### src/rtl/core/channel_window_filter_core_macros.svh
// Assertion macros for the channel window filter core.
// Each macro expects clk and rst_n in scope.
`ifndef CHANNEL_WINDOW_FILTER_CORE_MACROS_SVH
`define CHANNEL_WINDOW_FILTER_CORE_MACROS_SVH
`ifndef SYNTHESIS
`define CWF_ASSERT(lbl, prop, msg) \
    lbl: assert property (@(posedge clk) disable iff (!rst_n) prop) else $error(msg);
`define CWF_NEVER(lbl, cond, msg) \
    lbl: assert property (@(posedge clk) disable iff (!rst_n) !(cond)) else $error(msg);
`else
`define CWF_ASSERT(lbl, prop, msg)
`define CWF_NEVER(lbl, cond, msg)
`endif
`endif

### src/rtl/core/cwf_pkg.sv
// ----------------------------------------------------------------------------
// cwf_pkg
// Shared constants, widths and types of the channel window filter core.
// ----------------------------------------------------------------------------
`default_nettype none

package cwf_pkg;

    localparam int WINDOW   = 8;
    localparam int CHANNELS = 12;

    localparam int SMP_W   = 16;
    localparam int CH_W    = 4;
    localparam int CHI_W   = (CHANNELS > 1) ? $clog2(CHANNELS) : 1;
    localparam int WIN_W   = (WINDOW > 1) ? $clog2(WINDOW) : 1;
    localparam int CNT_W   = $clog2(WINDOW + 1);
    localparam int DEPTH   = WINDOW * CHANNELS;
    localparam int ADDR_W  = $clog2(DEPTH);
    localparam int SUM_W   = SMP_W + CNT_W;
    localparam int E_W     = 32;
    localparam int D_W     = 25;
    localparam int NOISE_W = 53;
    localparam int SQ_W    = 56;
    localparam int SQ_IT   = SQ_W / 2;
    localparam int SQI_W   = $clog2(SQ_IT);
    localparam int DV_W    = 36;
    localparam int DEN_W   = 37;
    localparam int NUM_W   = 52;
    localparam int NUMI_W  = $clog2(NUM_W);
    localparam int PW      = E_W + 17;

    localparam logic [15:0] ALPHA   = 16'd19661;
    localparam logic [15:0] ALPHA_C = 16'd45875;
    localparam logic [15:0] W04     = 16'd26214;
    localparam logic [16:0] W06     = 17'd39322;
    localparam logic [16:0] W09     = 17'd58982;
    localparam logic [16:0] ONE     = 17'd65536;

    localparam logic [1:0] CFG_MODE  = 2'd0;
    localparam logic [1:0] CFG_COUNT = 2'd1;
    localparam logic [1:0] CFG_OE    = 2'd2;

    localparam logic [1:0] MODE_NEWEST = 2'd0;
    localparam logic [1:0] MODE_TRIM   = 2'd1;
    localparam logic [1:0] MODE_MEDIAN = 2'd2;
    localparam logic [1:0] MODE_ADAPT  = 2'd3;

    typedef struct packed {
        logic             tick;
        logic [CH_W-1:0]  channel;
        logic [SMP_W-1:0] sample;
        logic [CH_W-1:0]  count;
    } cwf_item_t;

    typedef struct packed {
        logic             start;
        logic [NUM_W-1:0] num;
        logic [DEN_W-1:0] den;
    } cwf_div_req_t;

endpackage

`default_nettype wire

### src/rtl/core/cwf_front.sv
// ----------------------------------------------------------------------------
// cwf_front
// Input side: takes transfers, drops ones with no effect, queues the rest.
// ----------------------------------------------------------------------------
`default_nettype none

module cwf_front (
    input  wire logic                     clk,
    input  wire logic                     rst_n,
    input  wire logic                     s_axis_tvalid,
    output logic                          s_axis_tready,
    input  wire logic                     s_axis_tuser,
    input  wire logic [23:0]              s_axis_tdata,
    input  wire logic                     output_enable,
    input  wire logic [cwf_pkg::CH_W-1:0] channel_count,
    output logic                          q_valid,
    output cwf_pkg::cwf_item_t            q_item,
    input  wire logic                     q_pop
);
    import cwf_pkg::*;

    cwf_item_t   slot_reg [2];
    logic        wr_ptr_reg;
    logic        rd_ptr_reg;
    logic [1:0]  count_reg;
    cwf_item_t   item;
    logic        keep;
    logic        accept;

    always_comb
    begin
        item.tick    = s_axis_tuser;
        item.channel = s_axis_tdata[3:0];
        item.sample  = s_axis_tdata[19:4];
        item.count   = (channel_count > CH_W'(CHANNELS)) ? CH_W'(CHANNELS) : channel_count;
    end

    assign s_axis_tready = (count_reg != 2'd2);
    assign accept        = s_axis_tvalid && s_axis_tready;
    assign keep = accept && (item.tick ? (output_enable && (item.count != '0))
                                       : (item.channel < CH_W'(CHANNELS)));
    assign q_valid = (count_reg != 2'd0);
    assign q_item  = slot_reg[rd_ptr_reg];

    always_ff @(posedge clk or negedge rst_n)
    begin
        if (!rst_n)
        begin
            wr_ptr_reg <= 1'b0;
            rd_ptr_reg <= 1'b0;
            count_reg  <= 2'd0;
        end
        else
        begin
            if (keep)
            begin
                wr_ptr_reg <= !wr_ptr_reg;
            end
            if (q_pop)
            begin
                rd_ptr_reg <= !rd_ptr_reg;
            end
            count_reg <= count_reg + 2'(keep) - 2'(q_pop);
        end
    end

    always_ff @(posedge clk)
    begin
        if (keep)
        begin
            slot_reg[wr_ptr_reg] <= item;
        end
    end

endmodule

`default_nettype wire

### config.mk
export PLATFORM = sky130hd
export DESIGN_NAME = cwf_front
export DESIGN_NICKNAME = d
export VERILOG_FILES = /design/src/rtl/core/channel_window_filter_core_macros.svh /design/src/rtl/core/cwf_pkg.sv /design/src/rtl/core/cwf_front.sv
export SDC_FILE = /design/constraint.sdc
export NUM_CORES = 1
export LEC_CHECK = 0
export ABC_AREA = 0
export BUFFER_PORTS_ARGS = -buffer_cell sky130_fd_sc_hd__clkbuf_2
export CORE_AREA = 5 5 74 76
export CTS_BUF_LIST = sky130_fd_sc_hd__clkbuf_16
export DETAILED_ROUTE_END_ITERATION = 8
export DIE_AREA = 0 0 79 81
export GPL_TIMING_DRIVEN = 0
export PLACE_DENSITY = 0.77
export SYNTH_ARGS = -nofsm -noshare
export SYNTH_HDL_FRONTEND = slang
export SYNTH_SLANG_ARGS = --single-unit
### constraint.sdc
create_clock -name clk -period 2.4 [get_ports clk]
set_input_delay 0.24 -clock clk [delete_from_list [all_inputs] [get_ports clk]]
set_output_delay 0.24 -clock clk [all_outputs]
set_load 0.005 [all_outputs]
# ---- After elaboration in Yosys (flattened, before gate mapping)
# Memory sizes are Yosys's and may differ from the RTL's.
# Index checks and enable logic that the tools add are counted.
dict set report totals {
  ram_bits 50
  mem_count 1
  output_inout_bits 27
  regBits 4
  word_cells 20
  input_bits 34
}
dict set report op_classes {
  eq_ne 1
  n_mux 4
  n_reduce_logical 7
  addsub 2
  order_cmp 2
}
# name depth width read_ports rd_clocked_by_memory_dff write_ports line_no
set mem_list {}
lappend mem_list {slot_reg 2 25 1 0 1 cwf_front.sv:22} ;# cwf_item_t slot_reg [2];
# operator n
set ops {}
lappend ops {{> comparator 4 bit, second input constant} 1}
lappend ops {{less-than comparator 4 bit, second input constant} 1}
lappend ops {{2-to-1 mux 4 bit} 1}
lappend ops {{nonzero test 4 bit} 1}
lappend ops {{logical AND 1 bit} 3}
lappend ops {{2-to-1 mux 1 bit} 3}
lappend ops {{adder 2 x 1 -> 2 bit} 1}
lappend ops {{logical NOT 1 bit} 2}
lappend ops {{!= test 2 bit, second input constant} 1}
lappend ops {{nonzero test 2 bit} 1}
lappend ops {{subtractor 2 x 1 -> 2 bit} 1}

# ---- Depth between registers and ports, before layout
dict set report logic_depth {
  ltp_word 8
  mapped_depth 6
  ltp_nobuf 6
}

# ---- Worst setup path before layout
# Ideal clock, no wire load.
dict set report synth_timing {
  kind {reg-to-reg}
  start {register count_reg[1]}
  end {memory slot_reg[0][0] in the netlist's numbering, enable pin}
  path_slack_ps 226
  synth_period_minus_slack_ps 2174
  path_buffers 0
  arrival_time_ps 1767
  path_stages_with_launch 4
  required_time_ps 1993
  setup_time_ps 407
  cell_sequence {dfrtp_1 -> nand2b_1 -> o2111ai_2 -> nor2_1}
}
dict set report synth_via {
  elab_chain_cells 5
}
# element line_no
set synth_lines {}
lappend synth_lines {{start, declared} cwf_front.sv:25} ;# logic [1:0] count_reg;
lappend synth_lines {{start signal, assigned} cwf_front.sv:63} ;# count_reg <= count_reg + 2'(keep) - 2'(q_pop);
lappend synth_lines {{!= test 2 bit} cwf_front.sv:38} ;# assign s_axis_tready = (count_reg != 2'd2);
lappend synth_lines {{named net s_axis_tready} cwf_front.sv:11} ;# output logic s_axis_tready,
lappend synth_lines {{logical AND 1 bit} cwf_front.sv:39} ;# assign accept = s_axis_tvalid && s_axis_tready;
lappend synth_lines {{logical AND 1 bit} cwf_front.sv:40} ;# assign keep = accept && (item.tick ? (output_enable && (item.count != '0))
lappend synth_lines {{2-to-1 mux 1 bit} cwf_front.sv:69} ;# if (keep)
lappend synth_lines {{2-to-1 mux 1 bit (not written as such)} cwf_front.sv:71} ;# slot_reg[wr_ptr_reg] <= item;
lappend synth_lines {{end, declared} cwf_front.sv:22}
# The timed path passes the listed nets, and every way through them passes these cells.

# ---- Final worst setup path
dict set report layout_timing {
  start {register count_reg[1]}
  end {memory slot_reg[1][11] in the netlist's numbering, enable pin}
}
dict set report layout_via {
  elab_chain_cells 5
}
# element line_no
set layout_lines {}
lappend layout_lines {{!= test 2 bit} cwf_front.sv:38}
lappend layout_lines {{logical AND 1 bit} cwf_front.sv:39}
lappend layout_lines {{logical AND 1 bit} cwf_front.sv:40}
lappend layout_lines {{2-to-1 mux 1 bit} cwf_front.sv:69}
lappend layout_lines {{2-to-1 mux 1 bit (not written as such)} cwf_front.sv:71}
# No other way between the ends.

==> results.yml <==
sta:
  finalSetupViolCount: 0
  period_share_pct: 87.2
  skew_ns: 0.00547
  tightestPinTransition_ns: 1.17
  max-slew-margin-rel_pct: 22.3
  hold_violations: 0
  fin_crit_ns: 2.09
  rsz0062_at_grt: "no"
  maxSlewViolCount: 0
  fmax_ghz: 0.478
worst_hold_path:
  min_path_type: "in2reg"
  worstHoldPathCells: 1
  min_from: "s_axis_tdata[7]"
cts:
  clkTransAtPathRegs_ns: 0.07
  htree_levels: 2
  clock-sinks: 54
  root_buffer: "clkbuf_16"
  ctsResizeCount: 0
  cts_max_path_buffers: 2
  cts_tree: "built"
  clk_latency_ns: 0.28
  cts-buffers-inserted: 5
setup_path:
  cp_cell_sequence: "nand2b_1 -> o2111ai_2 -> inv_2 -> and2_1"
  r2r-start: "count_reg[1]"
  critPathTopFamily: "simple AND/OR/NAND/NOR gates"
  cp-start-kind: "flip-flop"
  cp.required_ns: 2.30
  path_depth: 4
  crit_path_start: "count_reg[1]"
  critPathMaxFanout: 25
  cp_slowest_cell: "and2_1"
  arrival_ns: 1.99
  criticalPathCategory: "reg2reg"
  slowest_delay_ns: 0.91
  reg2reg_depth: 4
  endpoint_kind: "flip-flop"
  path_buf_inv: 1
route:
  drt_iter0_drc: 37
  routedWlPerCell_um: 16.0
  first_pass_iters: 4
  via_count: 1079
  drc: 0
  drt-total-wl_um: 3570
  viasPerCell: 4.84
  detail-route-antenna-nets: 0
synthesis:
  synth_ff_type: "edfxtp_1"
  synthCells: 103
  ys_warn_count: 0
  syn_area_mm2: 0.00206
  async_flop_share_pct: 7.41
  syn_nets: 139
  synth_edf_count: 50
  ys_ff_latch: 54
  syn_avg_cell_area_um2: 20.0
  seq_area_frac_synth_pct: 77.8
  ys_types: 19
place:
  placed_area_mm2: 0.00242
  gp_congestion: 0.733
  port_buffers: 56
  dpl.cell_count: 214
  dpl.hpwl_um: 2600
die:
  dieArea_mm2: 0.00640
  rows: 25
  start_util_pct: 44.2
  io_pins: 61
  die_x_um: 79
  die_height_um: 81
  fp.coreArea_mm2: 0.00466
grt:
  grt_pass1_vias: 1247
  grt_max_degree: 26
  grt-ovfl-total: 0
  grt_pass1_wl_um: 5660
  grtUsageTotal_pct: 11.7
  antenna_found_initial: 0
status:
  status: "completed"
cells_and_area:
  largest_reg_flops: 50
  fill_cells: 358
  post-route-util_pct: 55.9
  fin_area_mm2: 0.00260
  antenna_cells: 0
  drive_above_1_share_pct: 57.4
  stdcell_count: 223
  syn_to_final_growth_pct: 26.5
  fin_nets: 204
run:
  drv_cap: 0
power_and_ir_drop:
  power-per-cell-area_mw_per_mm2: 1090
  p_leak_nw: 1.01
  p_total_mw: 2.83
  ir_drop_uv: 488
==> worst paths after layout <==
check	end	slack (ns)
setup / recovery	slot_reg[1][11]	0.31
hold / removal	slot_reg[0][7]	0.14
setup reg to reg	slot_reg[1][11]	0.31
hold reg to reg	count_reg[1]	0.51
max in group asynchronous	wr_ptr_reg	1.97
min in group asynchronous	count_reg[0]	0.31
==> cells in the mapped netlist (2+ instances only) <==
library cell  instances  area share, %
a21boi_0              2           0.73
buf_2                 3           0.73
dfrtp_1               4            4.9
edfxtp_1             50             73
ha_1                  2            1.2
inv_1                 3           0.55
mux2_2               25             14
xnor2_1               3            1.3
==> layer usage <==
layer	global-route usage [%]	vias up	share of wire (%)
li1	-	519	-
met1	10.9	521	37
met2	23.5	35	55
met3	3.33	4	6.4
met4	5.15	0	1.2
met5	0	-	0
==> cell usage in the layout, fill, tap and decap left out, types with 2 or more instances in the layout <==
| cell | synthesis | layout |
|---|---|---|
| xnor2_1 | 3 | 3 |
| inv_1 | 3 | 3 |
| clkbuf_2 | 0 | 56 |
| buf_2 | 3 | 3 |
| clkbuf_16 | 0 | 5 |
| edfxtp_1 | 50 | 50 |
| a21boi_0 | 2 | 2 |
| dlygate4sd3_1 | 1 | 2 |
| clkinvlp_4 | 0 | 2 |
| dfrtp_1 | 4 | 4 |
| ha_1 | 2 | 2 |
| mux2_2 | 25 | 25 |
==> where the power goes <==
group / internal (mW) / switching (mW)
logic: 0.397 / 0.363
registers: 1.22 / 0.0510
clock network: 0.491 / 0.307
total: 2.11 / 0.721
==> metrics by stage <==
step / setup slack, ns / hold slack [ns] / setup TNS, ns
6_report: 0.308 / 0.142 / 0
5_1_grt: 0.127 / 0.134 / 0
4_1_cts: 0.242 / 0.135 / 0
3_5_place_dp: 0.225 / 0.0508 / 0
3_3_place_gp: -0.308 / 0.0448 / -7.69
2_1_floorplan: 0.226 / -0.0556 / 0
==> final cells by class <==
class,count,area (um^2),share of cell area (%)
Sequential cell,54,1600,61.5
Multi-Input combinational cell,40,415,16.0
Timing Repair Buffer,58,305,11.7
Clock buffer,5,125,4.81
Tap cell,54,67.6,2.59
Clock inverter,3,45.0,1.73
Buffer,5,28.8,1.11
Inverter,4,15.0,0.577
==> logic make-up (layout without fill, tap and decap cells) <==
kind of cell               Yosys count  count (layout)  synth area share, %
adders and majority gates            2               2                 1.22
DFF                                 54              54                 77.8
muxes                               25              25                 13.7
AOI/OAI and AO/OA                    4               4                 2.01
xor gates and xnor gates             4               4                 1.70
and+or+nand+nor                      5               5                 1.46
buffers and inverters                9              75                 2.13
==> timing repair <==
| item | 4_1_cts | 5_1_grt |
|---|---|---|
| buffers inserted | 0 | 0 |
| endpoints found under the hold margin | 4 | 0 |
| setup endpoints to repair | 0 | 0 |
| hold buffers | 1 | 0 |
==> worst reg2reg max path, stage by stage (launching register included) <==
cell and delay (ns):
dfrtp_1 0.41, nand2b_1 0.11, o2111ai_2 0.18, inv_2 0.10, and2_1 0.91
No activity file was read; power rests on OpenSTA's default activity.
